--- src/isb_pkg.sv ---
// shared constants, types and helpers for the imu sample scaler
`default_nettype none
package isb_pkg;

	localparam int FRAME_BYTES = 14;
	localparam int BYTE_W      = 8;
	localparam int WORD_W      = 16;
	localparam int N_WORDS     = FRAME_BYTES / 2;
	localparam int POS_W       = $clog2(FRAME_BYTES + 1);
	localparam int WIDX_W      = $clog2(N_WORDS);

	localparam int ACCEL_W = 32;
	localparam int GYRO_W  = 33;
	localparam int TEMP_W  = 25;
	localparam int SUM_W   = 32;
	localparam int CFG_W   = 16;
	localparam int CFG_IDX_W = 2;

	// serial multiplier: signed multiplicand, unsigned multiplier
	localparam int MUL_A_W = GYRO_W;
	localparam int MUL_B_W = CFG_W;
	// serial divider: unsigned dividend and divisor
	localparam int DIV_N_W = SUM_W;
	localparam int DIV_D_W = CFG_W;

	localparam logic [CFG_W-1:0] ACCEL_GAIN_RST    = 16'd8;
	localparam logic [CFG_W-1:0] GYRO_GAIN_RST     = 16'd1001;
	localparam logic [CFG_W-1:0] CALIB_SAMPLES_RST = 16'd200;

	// raw/340 + 36.53 in q16.16
	localparam logic [MUL_B_W-1:0] TEMP_GAIN   = 16'd193;
	localparam logic [TEMP_W-1:0]  TEMP_OFFSET = 25'd2394030;

	// register indexes of the write port
	localparam logic [CFG_IDX_W-1:0] CFG_ACCEL_GAIN    = 2'd0;
	localparam logic [CFG_IDX_W-1:0] CFG_GYRO_GAIN     = 2'd1;
	localparam logic [CFG_IDX_W-1:0] CFG_CALIB_SAMPLES = 2'd2;

	// word slots in the frame
	localparam logic [WIDX_W-1:0] WORD_TEMP   = 3'd3;
	localparam logic [WIDX_W-1:0] WORD_GYRO_X = 3'd4;
	localparam logic [WIDX_W-1:0] WORD_GYRO_Y = 3'd5;
	localparam logic [WIDX_W-1:0] WORD_GYRO_Z = 3'd6;

	// product slots, in the order they are computed
	localparam logic [WIDX_W-1:0] PROD_ACCEL_X = 3'd0;
	localparam logic [WIDX_W-1:0] PROD_ACCEL_Y = 3'd1;
	localparam logic [WIDX_W-1:0] PROD_ACCEL_Z = 3'd2;
	localparam logic [WIDX_W-1:0] PROD_GYRO_X  = 3'd3;
	localparam logic [WIDX_W-1:0] PROD_GYRO_Y  = 3'd4;
	localparam logic [WIDX_W-1:0] PROD_GYRO_Z  = 3'd5;
	localparam logic [WIDX_W-1:0] PROD_TEMP    = 3'd6;

	localparam logic [1:0] AXIS_LAST = 2'd2;

	// status of a multi-cycle arithmetic unit
	typedef struct packed {
		logic busy;
		logic done;
	} unit_stat_t;

	function automatic logic [MUL_A_W-1:0] sext_word(input logic [WORD_W-1:0] w);
		sext_word = {{(MUL_A_W - WORD_W){w[WORD_W-1]}}, w};
	endfunction

endpackage
`default_nettype wire

--- src/isb_if.sv ---
// valid/ready channels for sensor bytes and scaled results
`default_nettype none
interface isb_in_if;
	logic                            valid;
	logic                            ready;
	logic [isb_pkg::BYTE_W-1:0]      data_byte;
	logic                            frame_start;
	logic                            begin_calibration;

	modport source (output valid, data_byte, frame_start, begin_calibration, input ready);
	modport sink   (input valid, data_byte, frame_start, begin_calibration, output ready);
endinterface

interface isb_out_if;
	logic                               valid;
	logic                               ready;
	logic signed [isb_pkg::ACCEL_W-1:0] accel_x;
	logic signed [isb_pkg::ACCEL_W-1:0] accel_y;
	logic signed [isb_pkg::ACCEL_W-1:0] accel_z;
	logic signed [isb_pkg::GYRO_W-1:0]  gyro_x;
	logic signed [isb_pkg::GYRO_W-1:0]  gyro_y;
	logic signed [isb_pkg::GYRO_W-1:0]  gyro_z;
	logic signed [isb_pkg::TEMP_W-1:0]  temperature;

	modport source (output valid, accel_x, accel_y, accel_z, gyro_x, gyro_y, gyro_z,
		temperature, input ready);
	modport sink   (input valid, accel_x, accel_y, accel_z, gyro_x, gyro_y, gyro_z,
		temperature, output ready);
endinterface
`default_nettype wire

--- src/imu_sample_scale_and_bias.sv ---
// imu frame scaler with gyro bias calibration, top level
`default_nettype none
// The block takes a 14-byte sensor frame one byte per item, high byte first, and
// builds seven signed 16-bit words: accel x/y/z, temperature, gyro x/y/z. A byte
// marked frame_start always restarts at byte 0; bytes after byte 13 are dropped
// until the next frame_start. In normal mode byte 13 of a frame produces one
// result: accelerations times accel_gain, gyro rates minus their offsets times
// gyro_gain, and temperature as raw*193 + 2394030, all q16.16. A byte with both
// frame_start and begin_calibration clears the gyro sums and starts a calibration
// run: each finished frame adds its gyro words to the sums and gives no result;
// after calib_samples frames (0 counts as 1) each sum divided by the count,
// truncated toward zero, becomes that axis offset in raw units. A byte that does
// not end a frame leaves the input ready. The seven products share one bit-serial
// multiplier that retires one multiplier bit per cycle; a normal frame end holds
// off further bytes until all seven are done and the result has gone to the output
// register. The end of a calibration run holds bytes off while the three averages
// run through one bit-serial divider, one axis at a time. A finished result sits
// in the output register while further bytes are taken; a later result waits for it to leave.
module imu_sample_scale_and_bias (
	input  wire logic                              clk,
	input  wire logic                              arst_n,
	isb_in_if.sink                                 sample_in,
	isb_out_if.source                              result_out,
	input  wire logic                              cfg_we,
	input  wire logic [isb_pkg::CFG_IDX_W-1:0]     cfg_index,
	input  wire logic [isb_pkg::CFG_W-1:0]         cfg_wdata
);
	localparam int W_W   = isb_pkg::WORD_W;
	localparam int A_W   = isb_pkg::MUL_A_W;
	localparam int S_W   = isb_pkg::SUM_W;
	localparam int C_W   = isb_pkg::CFG_W;
	localparam int P_W   = isb_pkg::POS_W;
	localparam int I_W   = isb_pkg::WIDX_W;
	localparam int NW    = isb_pkg::N_WORDS;

	typedef enum logic [2:0] {
		ST_IDLE,
		ST_MUL_LOAD,
		ST_MUL_RUN,
		ST_XFER,
		ST_DIV_LOAD,
		ST_DIV_RUN
	} state_t;

	state_t state_q;

	// configuration registers
	logic [C_W-1:0] accel_gain_q;
	logic [C_W-1:0] gyro_gain_q;
	logic [C_W-1:0] calib_samples_q;

	// frame assembly
	logic [P_W-1:0]   pos_q;
	logic [7:0]       hold_q;
	logic [W_W-1:0]   words_q [NW];

	// calibration
	logic             calibrating_q;
	logic [C_W-1:0]   frames_q;
	logic [C_W-1:0]   count_q;        // divisor latched for the averaging pass
	logic [S_W-1:0]   sums_q    [3];
	logic [S_W-1:0]   offsets_q [3];
	logic [1:0]       axis_q;

	// product sequencing and result staging
	logic [I_W-1:0]   prod_q;
	logic [A_W-1:0]   work_q [NW];
	logic             out_valid_q;

	// input byte decode
	logic             accept;
	logic [P_W-1:0]   pos_eff;
	logic             pos_ok;
	logic             odd_byte;
	logic             frame_end;
	logic [W_W-1:0]   new_word;
	logic [I_W-1:0]   word_idx;
	logic [C_W-1:0]   n_eff;
	logic [C_W-1:0]   frames_next;

	// arithmetic units
	isb_pkg::unit_stat_t mul_stat;
	isb_pkg::unit_stat_t div_stat;
	logic                mul_start;
	logic [A_W-1:0]      mul_a;
	logic [isb_pkg::MUL_B_W-1:0] mul_b;
	logic [A_W-1:0]      mul_p;
	logic                div_start;
	logic [S_W-1:0]      div_n;
	logic [S_W-1:0]      div_q;
	logic [S_W-1:0]      axis_sum;
	logic                axis_neg;
	logic [1:0]          axis_gyro;
	logic                load_out;

	assign accept   = sample_in.valid && sample_in.ready;
	assign pos_eff  = sample_in.frame_start ? '0 : pos_q;
	assign pos_ok   = pos_eff < P_W'(isb_pkg::FRAME_BYTES);
	assign odd_byte = pos_eff[0];
	assign word_idx = pos_eff[I_W:1];
	assign new_word = {hold_q, sample_in.data_byte};
	assign frame_end = pos_ok && (pos_eff == P_W'(isb_pkg::FRAME_BYTES - 1));
	assign n_eff       = (calib_samples_q == '0) ? C_W'(1) : calib_samples_q;
	assign frames_next = frames_q + 1'b1;

	assign sample_in.ready = (state_q == ST_IDLE);

	// operand select for the shared multiplier
	assign axis_gyro = 2'(prod_q - isb_pkg::PROD_GYRO_X);
	always_comb begin
		mul_a = isb_pkg::sext_word(words_q[prod_q]);
		mul_b = accel_gain_q;
		unique case (prod_q)
			isb_pkg::PROD_ACCEL_X, isb_pkg::PROD_ACCEL_Y, isb_pkg::PROD_ACCEL_Z: begin
				mul_a = isb_pkg::sext_word(words_q[prod_q]);
				mul_b = accel_gain_q;
			end
			isb_pkg::PROD_GYRO_X, isb_pkg::PROD_GYRO_Y, isb_pkg::PROD_GYRO_Z: begin
				// rate minus offset, modulo the result width
				mul_a = isb_pkg::sext_word(words_q[prod_q + 1'b1])
					- {offsets_q[axis_gyro][S_W-1], offsets_q[axis_gyro]};
				mul_b = gyro_gain_q;
			end
			isb_pkg::PROD_TEMP: begin
				mul_a = isb_pkg::sext_word(words_q[isb_pkg::WORD_TEMP]);
				mul_b = isb_pkg::TEMP_GAIN;
			end
			default: begin
				mul_a = '0;
				mul_b = '0;
			end
		endcase
	end

	assign mul_start = (state_q == ST_MUL_LOAD);

	isb_smul u_mul (
		.clk     (clk),
		.arst_n  (arst_n),
		.start   (mul_start),
		.mcand   (mul_a),
		.mplier  (mul_b),
		.stat    (mul_stat),
		.product (mul_p)
	);

	// magnitude of the running sum goes through the divider, sign applied after
	assign axis_sum  = sums_q[axis_q];
	assign axis_neg  = axis_sum[S_W-1];
	assign div_n     = axis_neg ? (S_W'(0) - axis_sum) : axis_sum;
	assign div_start = (state_q == ST_DIV_LOAD);

	isb_sdiv u_div (
		.clk      (clk),
		.arst_n   (arst_n),
		.start    (div_start),
		.dividend (div_n),
		.divisor  (count_q),
		.stat     (div_stat),
		.quotient (div_q)
	);

	// a finished result moves to the output register once it is free
	assign load_out = (state_q == ST_XFER) && (!out_valid_q || result_out.ready);

	always_ff @(posedge clk or negedge arst_n) begin
		if (!arst_n) begin
			state_q         <= ST_IDLE;
			accel_gain_q    <= isb_pkg::ACCEL_GAIN_RST;
			gyro_gain_q     <= isb_pkg::GYRO_GAIN_RST;
			calib_samples_q <= isb_pkg::CALIB_SAMPLES_RST;
			pos_q           <= '0;
			hold_q          <= '0;
			calibrating_q   <= 1'b0;
			frames_q        <= '0;
			count_q         <= '0;
			axis_q          <= '0;
			prod_q          <= '0;
			out_valid_q     <= 1'b0;
			for (int i = 0; i < 3; i++) begin
				sums_q[i]    <= '0;
				offsets_q[i] <= '0;
			end
		end else begin
			if (cfg_we) begin
				unique case (cfg_index)
					isb_pkg::CFG_ACCEL_GAIN:    accel_gain_q    <= cfg_wdata;
					isb_pkg::CFG_GYRO_GAIN:     gyro_gain_q     <= cfg_wdata;
					isb_pkg::CFG_CALIB_SAMPLES: calib_samples_q <= cfg_wdata;
					default: ;
				endcase
			end

			// output register fills from the staging slots or empties on ready
			if (load_out) begin
				out_valid_q <= 1'b1;
			end else if (result_out.ready) begin
				out_valid_q <= 1'b0;
			end

			unique case (state_q)
				ST_IDLE: begin
					if (accept) begin
						// a calibration request only counts on a frame start
						if (sample_in.frame_start && sample_in.begin_calibration) begin
							calibrating_q <= 1'b1;
							frames_q      <= '0;
							for (int i = 0; i < 3; i++) begin
								sums_q[i] <= '0;
							end
						end
						pos_q <= pos_ok ? pos_eff + 1'b1 : pos_eff;
						if (pos_ok && !odd_byte) begin
							hold_q <= sample_in.data_byte;
						end
						if (frame_end) begin
							if (calibrating_q) begin
								sums_q[0] <= sums_q[0] + S_W'($signed(words_q[isb_pkg::WORD_GYRO_X]));
								sums_q[1] <= sums_q[1] + S_W'($signed(words_q[isb_pkg::WORD_GYRO_Y]));
								sums_q[2] <= sums_q[2] + S_W'($signed(new_word));
								frames_q  <= frames_next;
								if (frames_next >= n_eff) begin
									count_q <= n_eff;
									axis_q  <= '0;
									state_q <= ST_DIV_LOAD;
								end
							end else begin
								prod_q  <= isb_pkg::PROD_ACCEL_X;
								state_q <= ST_MUL_LOAD;
							end
						end
					end
				end
				ST_MUL_LOAD: begin
					state_q <= ST_MUL_RUN;
				end
				ST_MUL_RUN: begin
					if (mul_stat.done) begin
						if (prod_q == isb_pkg::PROD_TEMP) begin
							state_q <= ST_XFER;
						end else begin
							prod_q  <= prod_q + 1'b1;
							state_q <= ST_MUL_LOAD;
						end
					end
				end
				ST_XFER: begin
					if (load_out) begin
						state_q <= ST_IDLE;
					end
				end
				ST_DIV_LOAD: begin
					state_q <= ST_DIV_RUN;
				end
				ST_DIV_RUN: begin
					if (div_stat.done) begin
						offsets_q[axis_q] <= axis_neg ? (S_W'(0) - div_q) : div_q;
						if (axis_q == isb_pkg::AXIS_LAST) begin
							calibrating_q <= 1'b0;
							state_q       <= ST_IDLE;
						end else begin
							axis_q  <= axis_q + 1'b1;
							state_q <= ST_DIV_LOAD;
						end
					end
				end
				default: begin
					state_q <= ST_IDLE;
				end
			endcase
		end
	end

	// payload registers, no reset needed
	always_ff @(posedge clk) begin
		if (accept && pos_ok && odd_byte) begin
			words_q[word_idx] <= new_word;
		end
		if ((state_q == ST_MUL_RUN) && mul_stat.done) begin
			work_q[prod_q] <= mul_p;
		end
		if (load_out) begin
			result_out.accel_x     <= work_q[isb_pkg::PROD_ACCEL_X][isb_pkg::ACCEL_W-1:0];
			result_out.accel_y     <= work_q[isb_pkg::PROD_ACCEL_Y][isb_pkg::ACCEL_W-1:0];
			result_out.accel_z     <= work_q[isb_pkg::PROD_ACCEL_Z][isb_pkg::ACCEL_W-1:0];
			result_out.gyro_x      <= work_q[isb_pkg::PROD_GYRO_X];
			result_out.gyro_y      <= work_q[isb_pkg::PROD_GYRO_Y];
			result_out.gyro_z      <= work_q[isb_pkg::PROD_GYRO_Z];
			result_out.temperature <= work_q[isb_pkg::PROD_TEMP][isb_pkg::TEMP_W-1:0]
				+ isb_pkg::TEMP_OFFSET;
		end
	end

	assign result_out.valid = out_valid_q;
endmodule
`default_nettype wire

--- src/isb_smul.sv ---
// bit-serial shift-add multiplier, one multiplier bit per cycle
`default_nettype none
module isb_smul (
	input  wire logic                          clk,
	input  wire logic                          arst_n,
	input  wire logic                          start,
	input  wire logic [isb_pkg::MUL_A_W-1:0]   mcand,
	input  wire logic [isb_pkg::MUL_B_W-1:0]   mplier,
	output isb_pkg::unit_stat_t                stat,
	output logic [isb_pkg::MUL_A_W-1:0]        product
);
	localparam int A_W   = isb_pkg::MUL_A_W;
	localparam int B_W   = isb_pkg::MUL_B_W;
	localparam int CNT_W = $clog2(B_W);

	logic [A_W-1:0]   mcand_q;
	logic [A_W:0]     hi_q;
	logic [B_W-1:0]   lo_q;
	logic [CNT_W-1:0] cnt_q;
	logic             busy_q;
	logic             done_q;
	logic [A_W:0]     sum;

	// partial sum, kept one bit wider than the multiplicand
	assign sum = hi_q + (lo_q[0] ? {mcand_q[A_W-1], mcand_q} : '0);

	always_ff @(posedge clk or negedge arst_n) begin
		if (!arst_n) begin
			busy_q <= 1'b0;
			done_q <= 1'b0;
			cnt_q  <= '0;
		end else begin
			done_q <= 1'b0;
			if (start) begin
				busy_q <= 1'b1;
				cnt_q  <= '0;
			end else if (busy_q) begin
				cnt_q <= cnt_q + 1'b1;
				if (cnt_q == CNT_W'(B_W - 1)) begin
					busy_q <= 1'b0;
					done_q <= 1'b1;
				end
			end
		end
	end

	always_ff @(posedge clk) begin
		if (start) begin
			mcand_q <= mcand;
			hi_q    <= '0;
			lo_q    <= mplier;
		end else if (busy_q) begin
			hi_q <= {sum[A_W], sum[A_W:1]};
			lo_q <= {sum[0], lo_q[B_W-1:1]};
		end
	end

	assign stat.busy = busy_q;
	assign stat.done = done_q;
	assign product   = {hi_q[A_W-B_W-1:0], lo_q};
endmodule
`default_nettype wire

--- src/isb_sdiv.sv ---
// restoring divider, one quotient bit per cycle
`default_nettype none
module isb_sdiv (
	input  wire logic                          clk,
	input  wire logic                          arst_n,
	input  wire logic                          start,
	input  wire logic [isb_pkg::DIV_N_W-1:0]   dividend,
	input  wire logic [isb_pkg::DIV_D_W-1:0]   divisor,
	output isb_pkg::unit_stat_t                stat,
	output logic [isb_pkg::DIV_N_W-1:0]        quotient
);
	localparam int N_W   = isb_pkg::DIV_N_W;
	localparam int D_W   = isb_pkg::DIV_D_W;
	localparam int CNT_W = $clog2(N_W);

	logic [N_W-1:0]   quo_q;
	logic [D_W-1:0]   rem_q;
	logic [D_W-1:0]   div_q;
	logic [CNT_W-1:0] cnt_q;
	logic             busy_q;
	logic             done_q;
	logic [D_W:0]     rem_sh;
	logic [D_W:0]     trial;
	logic             fits;

	assign rem_sh = {rem_q, quo_q[N_W-1]};
	assign trial  = rem_sh - {1'b0, div_q};
	assign fits   = rem_sh >= {1'b0, div_q};

	always_ff @(posedge clk or negedge arst_n) begin
		if (!arst_n) begin
			busy_q <= 1'b0;
			done_q <= 1'b0;
			cnt_q  <= '0;
		end else begin
			done_q <= 1'b0;
			if (start) begin
				busy_q <= 1'b1;
				cnt_q  <= '0;
			end else if (busy_q) begin
				cnt_q <= cnt_q + 1'b1;
				if (cnt_q == CNT_W'(N_W - 1)) begin
					busy_q <= 1'b0;
					done_q <= 1'b1;
				end
			end
		end
	end

	always_ff @(posedge clk) begin
		if (start) begin
			quo_q <= dividend;
			rem_q <= '0;
			div_q <= divisor;
		end else if (busy_q) begin
			// remainder stays below the divisor, so it fits back in D_W bits
			rem_q <= fits ? trial[D_W-1:0] : rem_sh[D_W-1:0];
			quo_q <= {quo_q[N_W-2:0], fits};
		end
	end

	assign stat.busy = busy_q;
	assign stat.done = done_q;
	assign quotient  = quo_q;
endmodule
`default_nettype wire
--- src/flat_wrapper.sv ---
// flat-port wrapper written by rule: the top's interface ports become plain ports
module imu_sample_scale_and_bias_flat 
  (clk, arst_n, cfg_we, cfg_index, cfg_wdata, sample_in_valid, sample_in_data_byte, sample_in_frame_start, sample_in_begin_calibration, sample_in_ready, result_out_valid, result_out_accel_x, result_out_accel_y, result_out_accel_z, result_out_gyro_x, result_out_gyro_y, result_out_gyro_z, result_out_temperature, result_out_ready);
  isb_in_if sample_in_i ();
  isb_out_if result_out_i ();
  input  wire logic clk;
  input  wire logic arst_n;
  input  wire logic cfg_we;
  input  wire logic [isb_pkg::CFG_IDX_W-1:0] cfg_index;
  input  wire logic [isb_pkg::CFG_W-1:0] cfg_wdata;
  input wire logic [$bits(sample_in_i.valid)-1:0] sample_in_valid;
  input wire logic [$bits(sample_in_i.data_byte)-1:0] sample_in_data_byte;
  input wire logic [$bits(sample_in_i.frame_start)-1:0] sample_in_frame_start;
  input wire logic [$bits(sample_in_i.begin_calibration)-1:0] sample_in_begin_calibration;
  output wire logic [$bits(sample_in_i.ready)-1:0] sample_in_ready;
  output wire logic [$bits(result_out_i.valid)-1:0] result_out_valid;
  output wire logic [$bits(result_out_i.accel_x)-1:0] result_out_accel_x;
  output wire logic [$bits(result_out_i.accel_y)-1:0] result_out_accel_y;
  output wire logic [$bits(result_out_i.accel_z)-1:0] result_out_accel_z;
  output wire logic [$bits(result_out_i.gyro_x)-1:0] result_out_gyro_x;
  output wire logic [$bits(result_out_i.gyro_y)-1:0] result_out_gyro_y;
  output wire logic [$bits(result_out_i.gyro_z)-1:0] result_out_gyro_z;
  output wire logic [$bits(result_out_i.temperature)-1:0] result_out_temperature;
  input wire logic [$bits(result_out_i.ready)-1:0] result_out_ready;
  assign sample_in_i.valid = sample_in_valid;
  assign sample_in_i.data_byte = sample_in_data_byte;
  assign sample_in_i.frame_start = sample_in_frame_start;
  assign sample_in_i.begin_calibration = sample_in_begin_calibration;
  assign sample_in_ready = sample_in_i.ready;
  assign result_out_valid = result_out_i.valid;
  assign result_out_accel_x = result_out_i.accel_x;
  assign result_out_accel_y = result_out_i.accel_y;
  assign result_out_accel_z = result_out_i.accel_z;
  assign result_out_gyro_x = result_out_i.gyro_x;
  assign result_out_gyro_y = result_out_i.gyro_y;
  assign result_out_gyro_z = result_out_i.gyro_z;
  assign result_out_temperature = result_out_i.temperature;
  assign result_out_i.ready = result_out_ready;
  imu_sample_scale_and_bias u_core (.clk(clk), .arst_n(arst_n), .sample_in(sample_in_i), .result_out(result_out_i), .cfg_we(cfg_we), .cfg_index(cfg_index), .cfg_wdata(cfg_wdata));
endmodule
--- config.mk ---
export PLATFORM = sky130hd
export DESIGN_NAME = imu_sample_scale_and_bias_flat
export DESIGN_NICKNAME = d
export VERILOG_FILES = /design/src/isb_pkg.sv /design/src/isb_if.sv /design/src/imu_sample_scale_and_bias.sv /design/src/isb_smul.sv /design/src/isb_sdiv.sv /design/src/flat_wrapper.sv
export SDC_FILE = /design/constraint.sdc
export NUM_CORES = 2
export LEC_CHECK = 0
export ABC_AREA = 1
export ABC_CLOCK_PERIOD_IN_PS = 9800
export BUFFER_PORTS_ARGS = -buffer_cell sky130_fd_sc_hd__buf_2
export CORE_ASPECT_RATIO = 1.75
export CORE_MARGIN = 2
export CORE_UTILIZATION = 45
export CTS_CLUSTER_SIZE = 20
export DETAILED_ROUTE_END_ITERATION = 16
export PLACE_DENSITY = 0.75
export SYNTH_ARGS = -nofsm -noshare
export SYNTH_HDL_FRONTEND = slang
export SYNTH_HIERARCHICAL = 1
export SYNTH_SLANG_ARGS = --single-unit
--- constraint.sdc ---
create_clock -name clk -period 9.8 [get_ports clk]
set_input_delay 1.96 -clock clk [delete_from_list [all_inputs] [get_ports clk]]
set_output_delay 1.96 -clock clk [all_outputs]
set_load 0.05 [all_outputs]
Word-level counts from Yosys, hierarchy flattened
Memory sizes are Yosys's and may differ from the RTL's. A register that Yosys moved wholly into a read port is not among the register bits.
Cells that the tools add are included.

storage, ports and cells
  bits in registers = 478
  latch bits = 0
  RAM bits = 343
  ROM bits = 0
  input bits = 33
  output and inout bits = 222
  logic and storage cells = 199
  memories kept = 2

memories
  memory          depth  bits a word  read ports  clocked after Yosys merged registers in  wr ports  RTL line                         source
  u_core.work_q   7      33           7           6                                        1         imu_sample_scale_and_bias.sv:67  logic [A_W-1:0] work_q [NW];
  u_core.words_q  7      16           5           0                                        1         imu_sample_scale_and_bias.sv:55  logic [W_W-1:0] words_q [NW];

cells by class
  add/subtract/negate cells = 16
  multiply operators = 0
  divide/modulo/power cells = 0
  order comparisons = 6
  equal/unequal tests = 30
  shift-type cells = 0
  mux-type cells = 78
  bitwise gates (word level) = 2
  reduce and logical (&&, ||, !) cells = 34

operator list
  operator                                            count
  2-to-1 mux 32 bit                                   9
  2-to-1 mux 96 bit                                   3
  binary-select mux 32 bit (select 2 bit)             2
  2-to-1 mux 16 bit                                   7
  one-hot mux 33 bit (3 select lines)                 1
  adder 32 bit                                        3
  bitwise mux 96 bit                                  1
  demux 32 bit (select 2 bit)                         1
  subtractor 1 x 32 -> 32 bit (first input constant)  2
  one-hot mux 16 bit (3 select lines)                 1
  2-to-1 mux 3 bit                                    13
  adder 34 bit                                        1
  2-to-1 mux 34 bit                                   1
  subtractor 16 x 32 -> 33 bit                        1
  adder 25 x 22 -> 25 bit (second input constant)     1
  2-to-1 mux 1 bit                                    22
  != test 2 bit (second input constant)               10
  one-hot mux 3 bit (6 select lines)                  1
  greater-or-equal comparator 17 x 16 -> 1 bit        1
  adder 16 x 1 -> 16 bit (second input constant)      1
  greater-or-equal comparator 16 bit                  1
  zero test 16 bit                                    1
  2-to-1 mux 4 bit                                    4
  subtractor 16 bit                                   1
  35 further kinds                                    77

Longest topological paths before layout
  depth in word-level cells = 8
  mapped depth = 27

Modules after synthesis
Netlist, hierarchy kept.

by module, submodules not included
  module                     instances  cells an instance  area an instance (um^2)
  imu_sample_scale_and_bias  1          4,686              42,947.4
  isb_smul                   1          798                5,646.7
  isb_sdiv                   1          524                4,046.4

Worst setup path after synthesis
No wires, ideal clock.

  kind = input-to-reg
  start = input result_out_ready
  end = register u_core.result_out.accel_x[0], read port of u_core.work_q, enable pin
  setup time = 804 ps
  arrival time = 11,082 ps
  data required time = 8,996 ps
  slack = -2,085 ps
  stages on the path = 2
  buffers on the path = 0
  cells stage by stage = nor2_1 nor2_1

on the way
  cells in the longest elaborated chain, start to end = 2

ends and longest elaborated chain
  item                 RTL line                          source
  start: declaration   flat_wrapper.sv:24                input wire logic [$bits(result_out_i.ready)-1:0] result_out_ready;
  logical OR 1 bit     imu_sample_scale_and_bias.sv:164  assign load_out = (state_q == ST_XFER) && (!out_valid_q || result_out.ready);
  logical AND 1 bit    imu_sample_scale_and_bias.sv:164
  net u_core.load_out  imu_sample_scale_and_bias.sv:94   logic load_out;
  end: declaration     isb_if.sv:25                      modport source (output valid, accel_x, accel_y, accel_z, gyro_x, gyro_y, gyro_z,

The timed path passes the listed nets, and every way through them passes these cells.
A chain may end at the register's enable or synchronous reset.

Final worst setup path
  start = register u_core.prod_q[0]
  end = register u_core.u_mul.mcand_q[30], data pin

on the way
  cells in the longest elaborated chain, start to end = 7
  elaborated cells between the ends (all ways) = 18
  classes of those cells = add/sub (3); eq/ne (6); mux (4); bitwise (1); reduce/logical (3); memory (1)

ends and longest elaborated chain
  item                                                  RTL line                          source
  start: declaration                                    imu_sample_scale_and_bias.sv:66   logic [I_W-1:0] prod_q;
  start signal: assignment                              imu_sample_scale_and_bias.sv:228  prod_q <= isb_pkg::PROD_ACCEL_X;
  start signal: assignment                              imu_sample_scale_and_bias.sv:242  prod_q <= prod_q + 1'b1;
  subtractor 2 bit                                      imu_sample_scale_and_bias.sv:109  assign axis_gyro = 2'(prod_q - isb_pkg::PROD_GYRO_X);
  inverter 2 -> 3 bit (implied by the code)             imu_sample_scale_and_bias.sv:121  - {offsets_q[axis_gyro][S_W-1], offsets_q[axis_gyro]};
  binary-select mux 32 bit (select 2 bit)               imu_sample_scale_and_bias.sv:121
  2-to-1 mux 32 bit (implied by the code) (2 in a row)  imu_sample_scale_and_bias.sv:121
  subtractor 16 x 32 -> 33 bit                          imu_sample_scale_and_bias.sv:121
  one-hot mux 33 bit (3 select lines) *                 imu_sample_scale_and_bias.sv:113  unique case (prod_q)
  net u_core.mul_a[30]                                  imu_sample_scale_and_bias.sv:85   logic [A_W-1:0] mul_a;
  end signal: assignment                                isb_smul.sv:49                    mcand_q <= mcand;
  end: declaration                                      isb_smul.sv:16                    logic [A_W-1:0] mcand_q;

Mark *: on every way through the listed nets, which the timed path passes. The rest lies on a longest branch. The select of a mux whose other input is x is not followed.

==> key figures <==
Place
  • Final GP Congestion: about 1.0
  • Dpl cells: between 7k and 8k
  • Area after DPL: around 0.055 mm2
  • Port buffer count: 254
  • Post-DP HPWL: 119000 um
  • DP Worst Slack: 4.65 ns

Pwr
  • Clock network power share: 0.437
  • PD cells: approximately 150 mW/mm2
  • Int Pwr: 6.74 mW
  • VDD IR max: 140 uV
  • P_sw: ~1.9 mW
  • Switch share: 0.222
  • Comb power frac: 0.027
  • Design Power: 8.66 mW
  • Sequential share of power: 0.536
  • Leakage power: 26.3 nW

Floorplan
  • Die area: between 0.1 and 0.15 mm2
  • I/O Pins: about 260
  • Starting Density: 0.452
  • Die Ht: ~460 um
  • Row count: 166
  • Core Region: between 0.1 and 0.15 mm2
  • Die W: 263 um

Clock tree
  • Postcts setup bufs: 0
  • Num CTS Buffers: between 80 and 90
  • Root buffer cell: clkbuf_16
  • Clock slew at reported path FFs: 0.07 ns
  • H-tree levels: 3
  • Clock tree buffer depth: 3
  • CTS tree: yes
  • Post-CTS Resized: 0
  • CTS Sinks: roughly 1.0k
  • Clk Latency, worst-skew pair: 0.75 ns
  • CTS Hold Bufs: 0

Routing
  • Detail Route Antenna Nets: 0
  • 1st-iter DRT viols: approximately 3.4k
  • Wire per inst: 20.3 um
  • Vias: 42.7k
  • DRC errors left: 0
  • Initial DRT Pass Iterations: 6
  • Final wirelength: 159000 um
  • Via-per-instance ratio: 5.46

Layout
  • Share of cells above drive strength 1: 0.0891
  • Most common cell after layout, fill and taps aside: nand2_1
  • Multi-input gate area: 0.0208 mm2
  • Commonest cells after routing, fill and taps aside: nand2_1 (1775), edfxtp_1 (665), inv_1 (624)
  • Final Cell Area: 0.0586 mm2
  • Reg area: 0.0287 mm2
  • Final net count: about 6.5k
  • Fillers: 10.6k
  • Synth-to-layout area growth: 11.3%
  • Non-Filler Instances: 7829
  • Fin util: 0.503

STA
  • Final Hold Fails: 0
  • Actual slew at the worst max-slew pin: roughly 1.2 ns
  • Final WS setup: 4.56 ns
  • Max-slew violations: 0
  • RSZ-0062 raised after global routing: false
  • Slew HR: 0.200
  • Worst hold slack: 0.395 ns
  • Worst Skew: 0.0819 ns
  • Crit path time final: 5.24 ns
  • Setup TNS after final layout: 0 ns
  • Final period utilization: 0.534
  • Setup Viol. Count Final: 0
  • Fmax: ~0.19 GHz

Worst setup path
  • CP Capture Type: flip-flop
  • Critical path class: flip-flop to flip-flop
  • Critical Path RT: 10.20 ns
  • Bufs and invs on worst path: 2
  • Top delay family on crit path: compound AO/OA/AOI/OAI gates
  • Most frequent CP cell: nand2_1
  • WP data arrival: 5.63 ns
  • Worst-path cell chain: inv_2, ha_2, buf_4, o21ai_0, o22ai_1, nor2_1, a31oi_1, ha_1, nand2_1, nor3b_1, nor2_1, o21ai_0, nand2_1, nand2_1, nand2_1, nand3_1, nand2_1
  • Slowest cell on crit path: dfrtp_4
  • Critical Path Fanout Max: 54
  • Slowest cell delay on critical path: 0.79 ns
  • Startpoint types: flip-flop

Logic synthesis
  • Mapped Area: approximately 0.053 mm2
  • Synth Warn #: 6
  • Post-Syn Instances: 6006
  • Syn_area_per_cell: 8.76 um2

GRT
  • Largest net degree at the start of global routing: 139
  • Gr usage total: 0.263
  • Vias in the first global route: 42.4k
  • Total gr overflow: 0
  • First-pass GRT wire length: approximately 240000 um
  • Initial antenna violation count: 11

Job
  • Max-Cap Viols: 0

Run status
  • Outcome: finished, final reports clean

Min path
  • Worst hold path class: flip-flop to flip-flop
==> layout make-up <==
class,count,area share
Antenna cell,6,0.000256
Tap cell,1512,0.0323
Clock buffer,109,0.0403
Multi-Input combinational cell,4181,0.355
Sequential cell,1021,0.489
Clock inverter,58,0.0137
Timing Repair Buffer,299,0.0278
Inverter,643,0.0413
==> state kept, by name (all words and copies together) (netlist names), 25 cells and up <==
| register | count |
|---|---|
| u_core/u_div/quotient | 32 |
| u_core/offsets_q | 96 |
| u_core/sums_q | 96 |
| u_core/result_out.accel_z | 32 |
| u_core/words_q | 128 |
| u_core/work_q | 220 |
| u_core/result_out.accel_x | 32 |
| u_core/u_mul/mcand_q | 33 |
| u_core/u_mul/hi_q | 33 |
| u_core/result_out.temperature | 25 |
| u_core/result_out.gyro_z | 33 |
| u_core/result_out.gyro_x | 33 |
| u_core/result_out.accel_y | 32 |
| u_core/result_out.gyro_y | 33 |
==> final timing paths <==
kind	cells past startpoint	end	slack, ns	startpoint
min	0	u_core/result_out.accel_x[31]	0.39	u_core/work_q[0][31]
min in group asynchronous	1	u_core/offsets_q[35]	1.25	arst_n
max in group asynchronous	2	u_core/accel_gain_q[11]	7.00	arst_n
min reg2reg	0	u_core/result_out.accel_x[31]	0.39	u_core/work_q[0][31]
max reg2reg	17	u_core/u_mul/mcand_q[30]	4.56	u_core/prod_q[0]
max	17	u_core/u_mul/mcand_q[30]	4.56	u_core/prod_q[0]
==> metal layers <==
metal | vias up | part of all wire | GRT usage
li1 | 20447 | - | -
met3 | 591 | 0.050 | 0.0352
met5 | - | 0.00047 | 0
met4 | 12 | 0.098 | 0.230
met1 | 20107 | 0.34 | 0.259
met2 | 1563 | 0.52 | 0.482
==> power by group through the flow <==
stage,combinational (mW),sequential (mW),clock [mW]
6_report,0.230,4.64,3.78
5_1_grt,0.263,4.64,4.00
4_1_cts,0.229,4.64,3.85
3_5_place_dp,0.227,4.73,0
3_3_place_gp,0.219,4.73,0
2_1_floorplan,0.137,4.72,0
No activity file was read; power rests on OpenSTA's default activity.
